### src/rtl/core/nbm_pkg.sv
`default_nettype none

package nbm_pkg;

  // Address decode: only bits [15:12] and [1:0] survive the 0xF003 mask.
  localparam logic [3:0] PagePrgA  = 4'h8;
  localparam logic [3:0] PagePrgB  = 4'h9;
  localparam logic [3:0] PageChr0  = 4'hA;
  localparam logic [3:0] PageChr1  = 4'hB;
  localparam logic [3:0] PageChr2  = 4'hC;
  localparam logic [3:0] PageChr3  = 4'hD;
  localparam logic [3:0] PageRel   = 4'hE;
  localparam logic [3:0] PageCtl   = 4'hF;

  localparam logic [1:0] RegCntLoad = 2'd0;
  localparam logic [1:0] RegIrqCtrl = 2'd1;
  localparam logic [1:0] RegMirror  = 2'd2;

  localparam logic [3:0] ChrSlotBase = 4'd3;
  localparam int unsigned NumBanks   = 11;

  localparam logic [15:0] Mask4  = 16'h000F;
  localparam logic [15:0] Mask8  = 16'h00FF;
  localparam logic [15:0] Mask12 = 16'h0FFF;
  localparam logic [15:0] Mask16 = 16'hFFFF;

  // Per-beat control from the decoder, already qualified by the advance strobe.
  typedef struct packed {
    logic       tick;
    logic       bank_we;
    logic [3:0] slot;
    logic       hi;
    logic       reload_we;
    logic [1:0] nib_sel;
    logic       count_load;
    logic       ctrl_we;
    logic       mirror_we;
  } ctl_t;

endpackage

`default_nettype wire

### src/rtl/core/nibble_bank_mapper_irq_counter.sv
// A beat accepted into the input register goes through the decode, bank and IRQ logic
// into the result register. Throughput: one beat per cycle while the result register
// is empty or being drained, set by the input register feeding the decode, bank and
// IRQ logic, which updates the state and loads the result register together.
// Reset clears all bank registers, the IRQ reload value, counter, width mask,
// enable and pending flags, and empties both pipeline registers.
`default_nettype none

module nibble_bank_mapper_irq_counter (
  input  wire logic        clk_i,
  input  wire logic        rst_ni,
  input  wire logic        in_valid_i,
  output logic             in_ready_o,
  input  wire logic        mode_i,
  input  wire logic [15:0] address_i,
  input  wire logic [7:0]  value_i,
  output logic             out_valid_o,
  input  wire logic        out_ready_i,
  output logic             irq_line_o,
  output logic             bank_update_o,
  output logic [3:0]       bank_slot_o,
  output logic [7:0]       bank_number_o,
  output logic             mirror_update_o,
  output logic [1:0]       mirroring_o
);
  import nbm_pkg::*;

  logic        in_valid_q;
  logic        mode_q;
  logic [15:0] address_q;
  logic [7:0]  value_q;
  logic        out_valid_q;
  logic        advance;
  ctl_t        ctl;
  logic [7:0]  number;
  logic        irq_line;

  logic        irq_line_q;
  logic        bank_update_q;
  logic [3:0]  bank_slot_q;
  logic [7:0]  bank_number_q;
  logic        mirror_update_q;
  logic [1:0]  mirroring_q;

  // The held beat moves on whenever the result register is empty or being drained.
  assign advance    = in_valid_q && (!out_valid_q || out_ready_i);
  assign in_ready_o = !in_valid_q || advance;

  always_ff @(posedge clk_i or negedge rst_ni) begin
    if (!rst_ni) begin
      in_valid_q <= 1'b0;
    end else if (in_ready_o) begin
      in_valid_q <= in_valid_i;
    end
  end

  always_ff @(posedge clk_i) begin
    if (in_valid_i && in_ready_o) begin
      mode_q    <= mode_i;
      address_q <= address_i;
      value_q   <= value_i;
    end
  end

  nbm_decode u_decode (
    .fire_i    (advance),
    .mode_i    (mode_q),
    .address_i (address_q),
    .ctl_o     (ctl)
  );

  nbm_banks u_banks (
    .clk_i    (clk_i),
    .rst_ni   (rst_ni),
    .ctl_i    (ctl),
    .nib_i    (value_q[3:0]),
    .number_o (number)
  );

  nbm_irq u_irq (
    .clk_i      (clk_i),
    .rst_ni     (rst_ni),
    .ctl_i      (ctl),
    .nib_i      (value_q[3:0]),
    .irq_line_o (irq_line)
  );

  always_ff @(posedge clk_i or negedge rst_ni) begin
    if (!rst_ni) begin
      out_valid_q <= 1'b0;
    end else if (advance) begin
      out_valid_q <= 1'b1;
    end else if (out_ready_i) begin
      out_valid_q <= 1'b0;
    end
  end

  always_ff @(posedge clk_i) begin
    if (advance) begin
      irq_line_q      <= irq_line;
      bank_update_q   <= ctl.bank_we;
      bank_slot_q     <= ctl.bank_we ? ctl.slot : 4'd0;
      bank_number_q   <= ctl.bank_we ? number : 8'd0;
      mirror_update_q <= ctl.mirror_we;
      mirroring_q     <= ctl.mirror_we ? value_q[1:0] : 2'd0;
    end
  end

  assign out_valid_o     = out_valid_q;
  assign irq_line_o      = irq_line_q;
  assign bank_update_o   = bank_update_q;
  assign bank_slot_o     = bank_slot_q;
  assign bank_number_o   = bank_number_q;
  assign mirror_update_o = mirror_update_q;
  assign mirroring_o     = mirroring_q;

endmodule

`default_nettype wire

### src/rtl/core/nbm_decode.sv
`default_nettype none

module nbm_decode (
  input  wire logic         fire_i,
  input  wire logic         mode_i,
  input  wire logic [15:0]  address_i,
  output nbm_pkg::ctl_t     ctl_o
);
  import nbm_pkg::*;

  logic [3:0] page;
  logic [1:0] low;
  logic [1:0] chr_pair;

  assign page     = address_i[15:12];
  assign low      = address_i[1:0];
  assign chr_pair = page[1:0] - 2'd2;

  always_comb begin
    ctl_o         = '0;
    ctl_o.hi      = low[0];
    ctl_o.nib_sel = low;
    if (fire_i) begin
      if (mode_i) begin
        ctl_o.tick = 1'b1;
      end else begin
        unique case (page) inside
          PagePrgA: begin
            ctl_o.bank_we = 1'b1;
            ctl_o.slot    = {3'b000, low[1]};
          end
          PagePrgB: begin
            ctl_o.bank_we = !low[1];
            ctl_o.slot    = 4'd2;
          end
          PageChr0, PageChr1, PageChr2, PageChr3: begin
            ctl_o.bank_we = 1'b1;
            ctl_o.slot    = ChrSlotBase + {1'b0, chr_pair, low[1]};
          end
          PageRel: begin
            ctl_o.reload_we = 1'b1;
          end
          PageCtl: begin
            unique case (low)
              RegCntLoad: ctl_o.count_load = 1'b1;
              RegIrqCtrl: ctl_o.ctrl_we    = 1'b1;
              RegMirror:  ctl_o.mirror_we  = 1'b1;
              default: ;
            endcase
          end
          default: ;
        endcase
      end
    end
  end

endmodule

`default_nettype wire

### src/rtl/core/nbm_banks.sv
`default_nettype none

module nbm_banks (
  input  wire logic          clk_i,
  input  wire logic          rst_ni,
  input  wire nbm_pkg::ctl_t ctl_i,
  input  wire logic [3:0]    nib_i,
  output logic [7:0]         number_o
);
  import nbm_pkg::*;

  logic [7:0] bank_q [NumBanks];
  logic [7:0] old_val;

  assign old_val  = bank_q[ctl_i.slot];
  assign number_o = ctl_i.hi ? {nib_i, old_val[3:0]} : {old_val[7:4], nib_i};

  always_ff @(posedge clk_i or negedge rst_ni) begin
    if (!rst_ni) begin
      for (int i = 0; i < NumBanks; i++) begin
        bank_q[i] <= '0;
      end
    end else if (ctl_i.bank_we) begin
      bank_q[ctl_i.slot] <= number_o;
    end
  end

endmodule

`default_nettype wire

### src/rtl/core/nbm_irq.sv
`default_nettype none

module nbm_irq (
  input  wire logic          clk_i,
  input  wire logic          rst_ni,
  input  wire nbm_pkg::ctl_t ctl_i,
  input  wire logic [3:0]    nib_i,
  output logic               irq_line_o
);
  import nbm_pkg::*;

  logic [15:0] reload_q, reload_d;
  logic [15:0] count_q, count_d;
  logic [15:0] mask_q, mask_d;
  logic        enabled_q, enabled_d;
  logic        pending_q, pending_d;
  logic [15:0] count_dec;

  assign count_dec = count_q - 16'd1;

  always_comb begin
    reload_d  = reload_q;
    count_d   = count_q;
    mask_d    = mask_q;
    enabled_d = enabled_q;
    pending_d = pending_q;

    if (ctl_i.tick) begin
      // The masked count stops at zero; being nonzero it never borrows past the mask.
      if (enabled_q && ((count_q & mask_q) != 16'd0)) begin
        count_d = count_dec;
        if ((count_dec & mask_q) == 16'd0) begin
          enabled_d = 1'b0;
          pending_d = 1'b1;
        end
      end
    end
    if (ctl_i.reload_we) begin
      case (ctl_i.nib_sel)
        2'd0:    reload_d[3:0]   = nib_i;
        2'd1:    reload_d[7:4]   = nib_i;
        2'd2:    reload_d[11:8]  = nib_i;
        default: reload_d[15:12] = nib_i;
      endcase
    end
    if (ctl_i.count_load) begin
      count_d   = reload_q;
      pending_d = 1'b0;
    end
    if (ctl_i.ctrl_we) begin
      enabled_d = nib_i[0];
      pending_d = 1'b0;
      if (nib_i[3]) begin
        mask_d = Mask4;
      end else if (nib_i[2]) begin
        mask_d = Mask8;
      end else if (nib_i[1]) begin
        mask_d = Mask12;
      end else begin
        mask_d = Mask16;
      end
    end
  end

  assign irq_line_o = pending_d;

  always_ff @(posedge clk_i or negedge rst_ni) begin
    if (!rst_ni) begin
      reload_q  <= '0;
      count_q   <= '0;
      mask_q    <= '0;
      enabled_q <= 1'b0;
      pending_q <= 1'b0;
    end else begin
      reload_q  <= reload_d;
      count_q   <= count_d;
      mask_q    <= mask_d;
      enabled_q <= enabled_d;
      pending_q <= pending_d;
    end
  end

endmodule

`default_nettype wire
### config.mk
export PLATFORM = sky130hd
export DESIGN_NAME = nibble_bank_mapper_irq_counter
export DESIGN_NICKNAME = d
export VERILOG_FILES = /design/src/rtl/core/nbm_pkg.sv /design/src/rtl/core/nibble_bank_mapper_irq_counter.sv /design/src/rtl/core/nbm_decode.sv /design/src/rtl/core/nbm_banks.sv /design/src/rtl/core/nbm_irq.sv
export SDC_FILE = /design/constraint.sdc
export NUM_CORES = 1
export LEC_CHECK = 0
export BUFFER_PORTS_ARGS = -buffer_cell sky130_fd_sc_hd__buf_2
export CELL_PAD_IN_SITES_DETAIL_PLACEMENT = 0
export CELL_PAD_IN_SITES_GLOBAL_PLACEMENT = 2
export CORE_UTILIZATION = 40
export DETAILED_ROUTE_END_ITERATION = 8
export PLACE_DENSITY_LB_ADDON = 0.1
export SLEW_MARGIN = 10
export SYNTH_ARGS = -nofsm -noshare
export SYNTH_HDL_FRONTEND = slang
export SYNTH_SLANG_ARGS = --single-unit
### constraint.sdc
create_clock -name clk_i -period 6 [get_ports clk_i]
set_input_delay 0.9 -clock clk_i [delete_from_list [all_inputs] [get_ports clk_i]]
set_output_delay 0.9 -clock clk_i [all_outputs]
set_load 0.01 [all_outputs]
==> impl_metrics.json <==
{
  "status": "finished, final reports clean",
  "synth-edff-count": 28,
  "overflow": 0,
  "crit_type": "reg -> reg",
  "dp_hpwl_mm": 14.5,
  "maxCapViolCount": 0,
  "setup.worst_path.start_class": "register",
  "fmax_ghz": 0.257,
  "antenna_cells": 0,
  "cts-root-buf": "clkbuf_16",
  "post-place-ws_ns": 2.11,
  "power.leakage_nw": 3.76,
  "final_layout_size_suffix_gt1_share_pct": 17.0,
  "port_buffers": 33,
  "cp_top_family": "simple AND/OR/NAND/NOR gates",
  "cts.sinks": 156,
  "synth.top_cell.area_share_pct": 40.7,
  "die_h_um": 142,
  "syn_to_final_growth_pct": 11.6,
  "power_density_mw_per_mm2": 305,
  "ant_nets": 0,
  "synthFlopType": "dfrtp_1",
  "syn_inst": 760,
  "ctsResizeCount": 0,
  "grt_max_degree": 67,
  "yosysWarnings": 0,
  "placementRows": 50,
  "vias": 5906,
  "hold_buffers": 0,
  "hp-class": "reg -> reg",
  "path_clk_slew_ns": 0.06,
  "met1_usage_pct": 32.7,
  "power_mw": 2.68,
  "hold_path_depth": 2,
  "drtPass1Iterations": 5,
  "path_cells": "inv_1, ha_1, nor2b_1, o311ai_2, or3_1, o2bb2ai_1, nor4_2, buf_4, o31ai_1",
  "ys_top_cells_by_area": "dfrtp_1 (41%), edfxtp_1 (11%), nand2_1 (5.9%)",
  "path_max_fanout": 18,
  "setup_slack_ns": 2.11,
  "hold_viol": 0,
  "grt_pass1_vias": 5916,
  "path_buf_inv": 2,
  "synth_cell_type_count": 82,
  "setup_tns_ns": 0,
  "max_slew_margin_pct": 31.3,
  "reg2reg_from": "address_q[12]",
  "fin_worst_skew_ns": 0.0165,
  "yosys.area.top_type": "dfrtp_1",
  "period_share_pct": 64.9,
  "setup_viol": 0,
  "initial_core_util_pct": 41.4,
  "grt.busiest_layer": "met2",
  "slew_violations": 0,
  "clk_latency_ns": 0.44,
  "max_stage_delay_ns": 0.76,
  "fin_nets": 800,
  "synth_seq_cells": 156,
  "ioPinCount": 48,
  "viasPerCell": 5.67,
  "die_x_um": 142,
  "wl_per_cell_um": 20.6,
  "rsz0062_at_grt": "no",
  "drc": 0,
  "grt_pass1_wl_mm": 34.2,
  "htreeDepth": 4,
  "holdPathEnd": "u_banks.bank_q[18]",
  "peakVddDrop_mv": 0.173,
  "reg2reg_depth": 9,
  "hp-start": "u_banks.bank_q[18]",
  "worst_slew_pin_slew_ns": 1.03,
  "synth_seq_area_share_pct": 51.3,
  "grt_usage_pct": 22.9,
  "arrival_ns": 4.17,
  "post_cts_buffers": 0,
  "r2r-end": "u_banks.bank_q[34]",
  "antenna_found_initial": 0,
  "crit_slowest_cell": "edfxtp_1",
  "place_congestion": 0.788,
  "critPathCaptureType": "register",
  "ff2ff_setup_slack_ns": 2.11,
  "dieArea_mm2": 0.0203,
  "syn-cell-area_mm2": 0.00788,
  "layout_min_cycle_time_ns": 3.89,
  "core_area_mm2": 0.0190,
  "met2_usage_pct": 34.7,
  "crit_required_ns": 6.27,
  "synthArstFlopShare_pct": 82.1,
  "clock_path_buffers": 2,
  "gr-usage-met3_pct": 4.68,
  "drt_iter0_drc": 404,
  "wl_mm": 21.4,
  "synth_nets": 791,
  "avgSynthCellArea_um2": 10.4,
  "cts_tree": "yes",
  "cts-buffers-inserted": 17
}
[synthesized netlist by cell type (11+ instances only)]
library cell	count
a22o_1	15
mux2_2	26
o21ai_1	25
clkbuf_1	37
nand2_1	123
inv_1	22
nor2_1	54
edfxtp_1	28
dfrtp_1	128
o31ai_1	42
nor3_1	11
a21oi_1	18
o21ai_0	30
mux2i_1	12
[registers in the layout, summed over array words and instances, names as in the netlist, 2 cells and up]
register / flops
mirroring_o: 2
bank_number_o: 8
u_banks.bank_q: 88
u_irq.reload_q: 16
u_irq.mask_q: 4
bank_slot_o: 4
u_irq.count_q: 16
value_q: 4
address_q: 6
[cell usage in the layout, fill, tap and decap left out, types with 18 or more instances in the layout]
| cell type | n |
|---|---|
| a21oi_1 | 18 |
| buf_2 | 32 |
| dfrtp_1 | 128 |
| edfxtp_1 | 28 |
| inv_1 | 22 |
| mux2_2 | 26 |
| nand2_1 | 123 |
| nor2_1 | 54 |
| o21ai_0 | 30 |
| o21ai_1 | 25 |
| o31ai_1 | 42 |
[stage by stage]
step | util (%) | hold slack (ns) | std cells | area (um2)
2_1_floorplan | - | 0.440 | 760 | 7880
3_5_place_dp | 43.1 | 0.460 | 1010 | 8200
4_1_cts | 46.2 | 0.477 | 1042 | 8790
5_1_grt | 46.2 | 0.499 | 1042 | 8790
6_report | 46.2 | 0.476 | 1042 | 8790
3_3_place_gp | 43.1 | 0.453 | 1010 | 8200
[cells by family (layout without fill, tap and decap cells)]
logic type               count (synthesis)  count (layout)  share of synthesized area [%]
AND/OR/NAND/NOR                        273             273                           17.5
AO/OA/AOI/OAI                          210             210                           20.7
flip-flops                             156             156                           51.3
buffers and inverters                   75              97                           4.26
multiplexers                            39              39                           5.39
XOR/XNOR                                 5               5                          0.556
adder cells (fa/ha/maj)                  2               2                          0.318
[routing by layer]
| metal | vias up | share of wire, % |
|---|---|---|
| li1 | 2822 | - |
| met2 | 123 | 44 |
| met1 | 2942 | 51 |
| met4 | 0 | 1.5 |
| met5 | - | 0 |
| met3 | 19 | 4.2 |
[tightest hold or removal path: cells and delay by family (launching register included)]
kind	cells	cell delay [ns]
AO/OA/AOI/OAI	1	0.05
flip-flops	1	0.34
AND/OR/NAND/NOR	1	0.05
[power breakdown]
group	switching, mW	leakage, nW	internal [mW]
registers	0.0627	2.02	1.17
clock network	0.460	0.285	0.638
logic	0.222	1.46	0.129
total	0.745	3.76	1.93
[area by class of cell]
cell class / count / area (um2)
fillers: 1818 / 10200
flip-flops and latches: 156 / 4040
multi-input cells: 529 / 3500
clock buffers: 20 / 457
well taps: 260 / 325
repair buffers: 43 / 243
clock inverters: 12 / 136
inverters: 22 / 82.6
[worst max path at each step]
| stage | start | endpoint | cells past startpoint |
|---|---|---|---|
| floorplan | address_q[1] | bank_number_o[2] | 13 |
| global placement | address_q[12] | bank_number_o[5] | 8 |
| detailed placement | address_q[12] | bank_number_o[6] | 8 |
| CTS | address_q[12] | bank_number_o[6] | 8 |
| global route | address_q[12] | bank_number_o[6] | 8 |
| finish | address_q[12] | u_banks.bank_q[34] | 9 |
Power figures use the tool's default switching activity.
